$ cat config.mk
export PLATFORM = sky130hd
export DESIGN_NAME = bidi_explicit_level_resolver
export DESIGN_NICKNAME = d
export VERILOG_FILES = /design/src/belr_pkg.sv /design/src/belr_ctrl.sv /design/src/belr_datapath.sv /design/src/bidi_explicit_level_resolver.sv
export SDC_FILE = /design/constraint.sdc
export NUM_CORES = 2
export LEC_CHECK = 0
export ABC_AREA = 1
export BUFFER_PORTS_ARGS = -buffer_cell sky130_fd_sc_hd__buf_4
export CORE_AREA = 2 2 312 314
export DETAILED_ROUTE_END_ITERATION = 8
export DIE_AREA = 0 0 314 316
export PLACE_DENSITY = 0.71
export SLEW_MARGIN = 20
export SYNTH_ARGS = -nofsm -noshare
export SYNTH_HDL_FRONTEND = slang
export SYNTH_SLANG_ARGS = --single-unit
$ cat constraint.sdc
create_clock -name clk -period 18.6 [get_ports clk]
set_input_delay 0.93 -clock clk [delete_from_list [all_inputs] [get_ports clk]]
set_output_delay 0.93 -clock clk [all_outputs]
set_load 0.01 [all_outputs]
$ cat src/belr_pkg.sv
// Package for the bidi explicit level resolver.
// Holds the payload and stack entry types, the class codes and the
// controller/datapath command and status structs. No dependencies.
package belr_pkg;

  localparam int CLASS_W     = 5;
  localparam int LEVEL_W     = 7;
  localparam int SP_W        = 7;
  localparam int STACK_DEPTH = 128;
  localparam int VI_MAX      = 127;

  localparam logic [CLASS_W-1:0] C_L   = 5'd0;
  localparam logic [CLASS_W-1:0] C_LRE = 5'd1;
  localparam logic [CLASS_W-1:0] C_LRO = 5'd2;
  localparam logic [CLASS_W-1:0] C_R   = 5'd3;
  localparam logic [CLASS_W-1:0] C_RLE = 5'd5;
  localparam logic [CLASS_W-1:0] C_RLO = 5'd6;
  localparam logic [CLASS_W-1:0] C_PDF = 5'd7;
  localparam logic [CLASS_W-1:0] C_BN  = 5'd14;
  localparam logic [CLASS_W-1:0] C_B   = 5'd15;
  localparam logic [CLASS_W-1:0] C_LRI = 5'd19;
  localparam logic [CLASS_W-1:0] C_RLI = 5'd20;
  localparam logic [CLASS_W-1:0] C_FSI = 5'd21;
  localparam logic [CLASS_W-1:0] C_PDI = 5'd22;

  localparam logic [1:0] OV_NONE = 2'd0;
  localparam logic [1:0] OV_LTR  = 2'd1;
  localparam logic [1:0] OV_RTL  = 2'd2;

  typedef struct packed {
    logic [CLASS_W-1:0] bidi_class;
    logic               fsi_resolves_rtl;
  } belr_in_t;

  typedef struct packed {
    logic [LEVEL_W-1:0] embedding_level;
    logic               level_assigned;
    logic [CLASS_W-1:0] resolved_class;
  } belr_out_t;

  typedef struct packed {
    logic               iso;
    logic [1:0]         ovr;
    logic [LEVEL_W-1:0] level;
  } belr_entry_t;

  typedef struct packed {
    logic take_item;
    logic cfg_write;
    logic pop_step;
    logic pop_finish;
  } belr_cmd_t;

  typedef struct packed {
    logic starts_pop;
    logic pop_done;
  } belr_status_t;

  function automatic logic [CLASS_W-1:0] apply_override(belr_entry_t e,
                                                        logic [CLASS_W-1:0] cls);
    logic [CLASS_W-1:0] r;
    r = cls;
    if (e.ovr == OV_LTR) begin
      r = C_L;
    end else if (e.ovr == OV_RTL) begin
      r = C_R;
    end
    return r;
  endfunction

endpackage

$ cat src/belr_ctrl.sv
// Controller for the bidi explicit level resolver.
// Runs the handshakes and sequences multi-entry stack pops; uses belr_pkg.
module belr_ctrl (
  input  logic                  clk,
  input  logic                  rst,
  input  logic                  item_valid,
  output logic                  item_ready,
  input  logic                  cfg_valid,
  output logic                  cfg_ready,
  output logic                  result_valid,
  input  logic                  result_ready,
  input  belr_pkg::belr_status_t status,
  output belr_pkg::belr_cmd_t    cmd
);
  import belr_pkg::*;

  localparam logic ST_IDLE = 1'b0;
  localparam logic ST_LOAD = 1'b1;

  logic state;
  logic state_next;
  logic result_valid_next;
  logic item_acc;

  assign cfg_ready  = (state == ST_IDLE);
  assign item_ready = (state == ST_IDLE) && !cfg_valid && (!result_valid || result_ready);
  assign item_acc   = item_valid && item_ready;

  always_comb begin
    cmd.take_item  = item_acc;
    cmd.cfg_write  = cfg_valid && cfg_ready;
    cmd.pop_step   = (state == ST_LOAD) && !status.pop_done;
    cmd.pop_finish = (state == ST_LOAD) && status.pop_done;
  end

  always_comb begin
    state_next = state;
    case (state)
      ST_IDLE: begin
        if (item_acc && status.starts_pop) begin
          state_next = ST_LOAD;
        end
      end
      ST_LOAD: begin
        if (status.pop_done) begin
          state_next = ST_IDLE;
        end
      end
      default: state_next = ST_IDLE;
    endcase
  end

  always_comb begin
    result_valid_next = result_valid;
    if ((item_acc && !status.starts_pop) || cmd.pop_finish) begin
      result_valid_next = 1'b1;
    end else if (result_ready) begin
      result_valid_next = 1'b0;
    end
  end

  always_ff @(posedge clk) begin
    if (rst) begin
      state        <= ST_IDLE;
      result_valid <= 1'b0;
    end else begin
      state        <= state_next;
      result_valid <= result_valid_next;
    end
  end

endmodule

$ cat src/belr_datapath.sv
// Datapath for the bidi explicit level resolver: status stack memory,
// cached top entry, counters and the result register; uses belr_pkg.
module belr_datapath #(
  parameter int MAX_LEVEL    = 125,
  parameter int COUNTER_BITS = 16
) (
  input  logic                  clk,
  input  logic                  rst,
  input  belr_pkg::belr_cmd_t    cmd,
  output belr_pkg::belr_status_t status,
  input  belr_pkg::belr_in_t     item,
  input  logic                  cfg_data,
  output belr_pkg::belr_out_t    result
);
  import belr_pkg::*;

  belr_entry_t mem [STACK_DEPTH];
  belr_entry_t rdata;
  belr_entry_t top;
  belr_entry_t new_top;
  belr_entry_t para_entry;
  belr_entry_t push_entry;
  belr_out_t   item_res;

  logic                    para;
  logic [SP_W-1:0]         sp;
  logic [COUNTER_BITS-1:0] oi;
  logic [COUNTER_BITS-1:0] oe;
  logic [SP_W-1:0]         vi;
  logic                    popped_iso;
  logic                    pop_pdi;

  logic [CLASS_W-1:0]      cls;
  logic                    is_emb;
  logic                    is_iso;
  logic                    is_pdi;
  logic                    is_pdf;
  logic                    is_bn;
  logic                    is_b;
  logic                    odd;
  logic [LEVEL_W:0]        nl;
  logic                    can_push;
  logic                    push_we;
  logic                    pdi_pop;
  logic                    pdf_pop;

  localparam logic [COUNTER_BITS-1:0] CNT_MAX = {COUNTER_BITS{1'b1}};

  assign cls    = item.bidi_class;
  assign is_emb = (cls == C_LRE) || (cls == C_RLE) || (cls == C_LRO) || (cls == C_RLO);
  assign is_iso = (cls == C_LRI) || (cls == C_RLI) || (cls == C_FSI);
  assign is_pdi = (cls == C_PDI);
  assign is_pdf = (cls == C_PDF);
  assign is_bn  = (cls == C_BN);
  assign is_b   = (cls == C_B);
  assign odd    = is_emb ? ((cls == C_RLE) || (cls == C_RLO))
                         : ((cls == C_RLI) || ((cls == C_FSI) && item.fsi_resolves_rtl));

  // Least odd or even level strictly above the top level.
  always_comb begin
    if (odd) begin
      nl = {1'b0, top.level} + (top.level[0] ? 8'd2 : 8'd1);
    end else begin
      nl = {1'b0, top.level} + (top.level[0] ? 8'd1 : 8'd2);
    end
  end

  assign can_push = (nl <= (LEVEL_W+1)'(MAX_LEVEL)) && (oi == '0) && (oe == '0) &&
                    (sp != SP_W'(STACK_DEPTH - 1));

  assign para_entry = '{iso: 1'b0, ovr: OV_NONE, level: {{(LEVEL_W-1){1'b0}}, para}};

  always_comb begin
    push_entry.level = nl[LEVEL_W-1:0];
    push_entry.iso   = is_iso;
    if (is_iso) begin
      push_entry.ovr = OV_NONE;
    end else if (cls == C_RLO) begin
      push_entry.ovr = OV_RTL;
    end else if (cls == C_LRO) begin
      push_entry.ovr = OV_LTR;
    end else begin
      push_entry.ovr = OV_NONE;
    end
  end

  assign push_we = cmd.take_item && (is_emb || is_iso) && can_push;
  assign pdi_pop = is_pdi && (oi == '0) && (vi != '0) && (sp != '0);
  assign pdf_pop = is_pdf && (oi == '0) && (oe == '0) && !top.iso && (sp != '0);

  // Entry zero always holds the paragraph entry, so it never comes from memory.
  assign new_top = (sp == '0) ? para_entry : rdata;

  assign status.starts_pop = pdi_pop || pdf_pop;
  assign status.pop_done   = popped_iso || (sp == '0);

  always_comb begin
    item_res.embedding_level = is_b ? {{(LEVEL_W-1){1'b0}}, para} : top.level;
    item_res.level_assigned  = !(is_emb || is_pdf || is_bn);
    if (is_emb || is_pdf || is_bn || is_b) begin
      item_res.resolved_class = cls;
    end else begin
      item_res.resolved_class = apply_override(top, cls);
    end
  end

  always_ff @(posedge clk) begin
    if (push_we) begin
      mem[sp + SP_W'(1)] <= push_entry;
    end
    rdata <= mem[sp - SP_W'(1)];
  end

  always_ff @(posedge clk) begin
    if (rst) begin
      para <= 1'b0;
      sp   <= '0;
      top  <= '{iso: 1'b0, ovr: OV_NONE, level: '0};
      oi   <= '0;
      oe   <= '0;
      vi   <= '0;
    end else if (cmd.cfg_write) begin
      para <= cfg_data;
      sp   <= '0;
      top  <= '{iso: 1'b0, ovr: OV_NONE, level: {{(LEVEL_W-1){1'b0}}, cfg_data}};
      oi   <= '0;
      oe   <= '0;
      vi   <= '0;
    end else if (cmd.take_item) begin
      if (is_emb) begin
        if (can_push) begin
          sp  <= sp + SP_W'(1);
          top <= push_entry;
        end else if ((oi == '0) && (oe != CNT_MAX)) begin
          oe <= oe + COUNTER_BITS'(1);
        end
      end else if (is_iso) begin
        if (can_push) begin
          if (vi != SP_W'(VI_MAX)) begin
            vi <= vi + SP_W'(1);
          end
          sp  <= sp + SP_W'(1);
          top <= push_entry;
        end else if (oi != CNT_MAX) begin
          oi <= oi + COUNTER_BITS'(1);
        end
      end else if (is_pdi) begin
        if (oi != '0) begin
          oi <= oi - COUNTER_BITS'(1);
        end else if (vi != '0) begin
          oe <= '0;
          vi <= vi - SP_W'(1);
          if (sp != '0) begin
            sp <= sp - SP_W'(1);
          end
        end
      end else if (is_pdf) begin
        if (oi != '0) begin
          oi <= oi;
        end else if (oe != '0) begin
          oe <= oe - COUNTER_BITS'(1);
        end else if (pdf_pop) begin
          sp <= sp - SP_W'(1);
        end
      end else if (is_b) begin
        sp  <= '0;
        top <= para_entry;
        oi  <= '0;
        oe  <= '0;
        vi  <= '0;
      end
    end else if (cmd.pop_step) begin
      sp  <= sp - SP_W'(1);
      top <= new_top;
    end else if (cmd.pop_finish) begin
      top <= new_top;
    end
  end

  // Pop bookkeeping and the result register carry no reset.
  always_ff @(posedge clk) begin
    if (cmd.take_item) begin
      popped_iso <= pdf_pop ? 1'b1 : top.iso;
      pop_pdi    <= pdi_pop;
      if (!pdi_pop) begin
        result <= item_res;
      end
    end else if (cmd.pop_step) begin
      popped_iso <= new_top.iso;
    end else if (cmd.pop_finish && pop_pdi) begin
      result.embedding_level <= new_top.level;
      result.level_assigned  <= 1'b1;
      result.resolved_class  <= apply_override(new_top, C_PDI);
    end
  end

endmodule

$ cat src/bidi_explicit_level_resolver.sv
// Top level of the bidi explicit level resolver (rules X1 to X8).
// Joins belr_ctrl and belr_datapath; uses belr_pkg for types.
//
// Usage: one bidi class per character enters on the item channel
// (valid/ready); exactly one result per character leaves on the result
// channel, in order. The FSI direction is supplied with the item.
// cfg_valid/cfg_ready/cfg_data write the paragraph level and start a new
// paragraph; writes are taken only between items.
// Most characters give a valid result in the cycle after acceptance.
// A PDF that pops and a PDI that closes an isolate go through the load
// state, which pops stack entries one by one; each pop reads the stack
// memory's registered port once. No item is taken until the pops end.
// Reset clears the stack to the paragraph entry (level 0) and all counters;
// no clearing pass is needed since entries are written before being read.
// When the receiver stalls, the result register holds the result and the
// block takes the next item only in a cycle where that result leaves.
module bidi_explicit_level_resolver #(
  parameter int MAX_LEVEL    = 125,
  parameter int COUNTER_BITS = 16
) (
  input  logic               clk,
  input  logic               rst,
  input  logic               item_valid,
  output logic               item_ready,
  input  belr_pkg::belr_in_t  item,
  output logic               result_valid,
  input  logic               result_ready,
  output belr_pkg::belr_out_t result,
  input  logic               cfg_valid,
  output logic               cfg_ready,
  input  logic               cfg_data
);
  import belr_pkg::*;

  belr_cmd_t    cmd;
  belr_status_t status;

  belr_ctrl u_ctrl (
    .clk          (clk),
    .rst          (rst),
    .item_valid   (item_valid),
    .item_ready   (item_ready),
    .cfg_valid    (cfg_valid),
    .cfg_ready    (cfg_ready),
    .result_valid (result_valid),
    .result_ready (result_ready),
    .status       (status),
    .cmd          (cmd)
  );

  belr_datapath #(
    .MAX_LEVEL    (MAX_LEVEL),
    .COUNTER_BITS (COUNTER_BITS)
  ) u_datapath (
    .clk      (clk),
    .rst      (rst),
    .cmd      (cmd),
    .status   (status),
    .item     (item),
    .cfg_data (cfg_data),
    .result   (result)
  );

`ifndef NO_ASSERTIONS
  // A new item is taken only when the result register is free or draining.
  a_ready_room: assert property (@(posedge clk) disable iff (rst)
    item_ready |-> (!result_valid || result_ready))
    else $error("item taken while result register blocked");

  // Configuration and items never complete in the same cycle.
  a_cfg_excl: assert property (@(posedge clk) disable iff (rst)
    (cfg_valid && cfg_ready) |-> !item_ready)
    else $error("item ready during configuration write");

  // Characters other than PDI and PDF give their result in the next cycle.
  a_single_cycle: assert property (@(posedge clk) disable iff (rst)
    (item_valid && item_ready && (item.bidi_class != C_PDI) &&
     (item.bidi_class != C_PDF)) |=> result_valid)
    else $error("single-cycle character produced no result");

  // While a pop sequence runs, no new transaction is taken.
  a_pop_blocks: assert property (@(posedge clk) disable iff (rst)
    (cmd.pop_step || cmd.pop_finish) |-> (!item_ready && !cfg_ready))
    else $error("channel open during stack pop");
`endif

endmodule

==> flow_summary.ini <==
[logic_synthesis]
post_synth_and_or_nand_nor_area_fraction_pct = 13.0
fraction_of_the_mapped_netlist_area_in_compound_gates_pct = 12.3
synthArstFlopShare_pct = 0
syn_inst = 4861
synth-edff-count = 1295
number_of_synthesized_register_bits = 1364
muxShareOfSynthArea_pct = 0
ys.flop_type = sky130_fd_sc_hd__edfxtp_1
synthesis.nets = 4888
synth_area_mm2 = 0.0569
synthTopCellsByArea = sky130_fd_sc_hd__edfxtp_1, sky130_fd_sc_hd__o21ai_0, sky130_fd_sc_hd__nor2_1
synthDominantAreaCellType = sky130_fd_sc_hd__edfxtp_1
syn-mean-instance-area_um2 = 11.7
synth_xor_xnor_area_share_pct = 0.462
ys.warnings.count = 0
yosys.area_share.adder_pct = 0.343
synth_cell_type_count = 46
synth_top_family_by_area = simple AND/OR/NAND/NOR gates
yosys.area.top_type_share_pct = 68.3
synth-seq-area-share_pct = 70.7

[die]
floorplan.core_area_mm2 = 0.0960
row_count = 114
io_pins = 28
chipWidth_um = 314
die_area_mm2 = 0.0992
start_util_pct = 59.3
vertical_extent_of_the_die_um = 316

[clocking]
htree_num_levels = 4
clock_path_buffers = 3
cts_tree = done
cts.root.buffer_cell = sky130_fd_sc_hd__clkbuf_16
postCtsResizedCells = 0
clkSlewWorstSetupHoldPaths_ps = 60
postCtsSetupBuffers = 0
hold_fix_buffers_cts = 0
cts.sink_count = 1364
clk_latency_ps = 760
cts_buffers = 139

[power]
cell_internal_pwr_mw = 5.10
vdd_ir_drop_max_uv = 82.5
power_per_unit_of_standard_cell_area_mw_per_mm2 = 108
seqPwrFrac_pct = 51.0
power.net_switching_mw = 1.63
p_leak_nw = 20.5
share_clk_of_total_power_pct = 40.4
power.combinational.fraction_pct = 8.7
switching_share_pct = 24.2

[run]
maxCapViolCount = 0

[cells_and_area]
finalNonFillerCells = 6146
finish.instance_area_mm2 = 0.0623
drive_above_1_share_pct = 7.09
finish.utilization_pct = 64.9
layout.cells.most_common_list = sky130_fd_sc_hd__edfxtp_1, sky130_fd_sc_hd__nor2_1, sky130_fd_sc_hd__o21ai_0
synthToLayoutAreaGrowth_pct = 9.45
mostFrequentLayoutCell = sky130_fd_sc_hd__edfxtp_1
nNetsFinal = 4786

[sta]
worst-slew-pin-transition_ps = 1230
setup_viol = 0
finalClockSkew_ps = 40.3
upper_clock_frequency_limit_mhz = 150
final_min_period_over_clock_period_pct = 35.9
final.hold.worst_slack_ps = 425
final_hold_violation_count = 0
layout_min_cycle_time_ps = 6680
slew_headroom_pct = 18.0
final-max-slew-violation-count = 0
setup_repair_after_global_routing_missed_its_margin = false
finalSetupTns_ps = 0

[placed_design]
placed_cells_incl_taps = 5894
postPlaceCellArea_mm2 = 0.0579
hpwlAfterDp_um = 88100
port_buffers = 27
global_placer_s_final_weighted_congestion = 0.918

[global_route]
global_route_wire_length_before_repair_um = 233000
first_global_vias = 37500
largest_net_degree_at_the_start_of_global_routing = 245
grt_util_all_layers_pct = 31.4
globalRouteOverflowTotal = 0
grt_antenna_before_repair = 1

[critical_path]
worst-r2r-cell-count = 13
timing.critical_path.cells = inv_8 -> ha_4 -> buf_4 -> buf_12 -> buf_4 -> o21ai_0 -> o22ai_1 -> nor2_1 -> o211ai_1 -> nand3_1 -> nand2_1 -> nand2_1 -> nand2_1
timing.critical_path.buf_inv = 4
criticalPathCategory = flip-flop to flip-flop
critPathMaxStageDelay_ps = 1080
timing.critical_path.fanout_max = 202
worst_path_arrival_time_ps = 7370
worstSetupPathDepth = 13
critical_path_required_ps = 19290
nature_of_the_critical_path_endpoint = flip-flop
slowest_stage = sky130_fd_sc_hd__dfxtp_4
kind_of_cell_adding_the_most_delay_to_the_critical_path = buffers and inverters
crit_path_frequent_cell = sky130_fd_sc_hd__nand2_1
startpoint_class = flip-flop

[detailed_routing]
via_count = 39700
drc = 0
avgRoutedWirePerCell_um = 25.4
routed_wl_um = 156000
final_antenna_net_count = 0
dr_vias_cell = 6.46
drt_iter0_markers = 6264
detailedRoute.firstPassIterationCount = 6

[outcome]
status = finished clean

[hold_path]
holdCritPathClass = primary input to flip-flop
hold-path-cell-count = 2
==> final cells by class <==
type,instances,area (um^2)
Sequential cell,1364,40300
Fill cell,7144,33700
Multi-Input combinational cell,3051,15000
Clock buffer,168,3610
Tap cell,1276,1600
Clock inverter,83,749
Timing Repair Buffer,76,608
Inverter,127,502
Antenna cell,1,2.50
==> metal layers <==
metal	vias to the layer above	share of wire, %	global-route usage (%)
met2	2558	46	48.2
met5	-	0.0083	0
met3	425	11	6.87
met4	2	3.7	11.8
met1	19300	39	44.5
li1	17500	-	-
==> cell families (layout without fill, tap and decap cells) <==
| kind of cell | after synthesis | count (layout) |
|---|---|---|
| AO/OA/AOI/OAI | 1214 | 1214 |
| XOR/XNOR | 30 | 30 |
| adder cells (fa/ha/maj) | 15 | 15 |
| buffers and inverters | 446 | 454 |
| flip-flops | 1364 | 1364 |
| other | 0 | 1 |
| AND/OR/NAND/NOR | 1792 | 1792 |
==> stage by stage <==
step	worst slack [ps]	total power, mW
after floorplan	11940	3.82
after global placement	11720	4.05
after detailed placement	11630	4.06
after CTS	12150	6.72
after global routing	11580	6.90
final	11920	6.73
==> power by group through the flow <==
stage / Sequential, mW / Combinational [mW] / Clock, mW
global route: 3.43 / 0.619 / 2.85
global placement: 3.49 / 0.562 / 0
finish: 3.43 / 0.584 / 2.71
CTS: 3.43 / 0.568 / 2.73
floorplan: 3.50 / 0.328 / 0
detailed placement: 3.49 / 0.565 / 0
==> state kept, by name, summed over array words and instances, names as in the netlist, 7 cells and up <==
name               flops
u_datapath.mem      1280
u_datapath.oe         16
u_datapath.oi         16
u_datapath.result     13
u_datapath.rdata      10
u_datapath.top        10
u_datapath.sp          7
u_datapath.vi          7
==> cell usage after synthesis, types with 26 or more instances <==
cell,n
sky130_fd_sc_hd__a21oi_1,59
sky130_fd_sc_hd__o221ai_1,117
sky130_fd_sc_hd__o211ai_1,139
sky130_fd_sc_hd__buf_2,65
sky130_fd_sc_hd__o22ai_1,88
sky130_fd_sc_hd__nor2_1,1050
sky130_fd_sc_hd__nand2_1,411
sky130_fd_sc_hd__nand3_1,241
sky130_fd_sc_hd__buf_1,26
sky130_fd_sc_hd__inv_1,103
sky130_fd_sc_hd__clkbuf_1,219
sky130_fd_sc_hd__o21ai_0,791
sky130_fd_sc_hd__dfxtp_1,69
sky130_fd_sc_hd__edfxtp_1,1295
==> worst register-to-register path: stages, from the launching register on <==
cell                       delay, ps
sky130_fd_sc_hd__dfxtp_4        1080
sky130_fd_sc_hd__inv_8           470
sky130_fd_sc_hd__ha_4            880
sky130_fd_sc_hd__buf_4           790
sky130_fd_sc_hd__buf_12          750
sky130_fd_sc_hd__buf_4           890
sky130_fd_sc_hd__o21ai_0         270
sky130_fd_sc_hd__o22ai_1         310
sky130_fd_sc_hd__nor2_1           80
sky130_fd_sc_hd__o211ai_1        440
sky130_fd_sc_hd__nand3_1         310
sky130_fd_sc_hd__nand2_1         210
sky130_fd_sc_hd__nand2_1          70
sky130_fd_sc_hd__nand2_1          80
==> final timing paths <==
check                                              startpoint                      endpoint  slack [ps]
worst min register to register   u_datapath.para$_SDFFE_PP0P_  u_datapath.para$_SDFFE_PP0P_         510
worst max-delay path            u_datapath.sp[0]$_SDFFE_PP0P_   u_datapath.rdata[2]$_DFF_P_       11920
worst max register to register  u_datapath.sp[0]$_SDFFE_PP0P_   u_datapath.rdata[2]$_DFF_P_       11920
worst min-delay path                                      rst       u_ctrl.state$_SDFF_PP0_         430
Note: power is estimated with default switching activity, not from simulation.
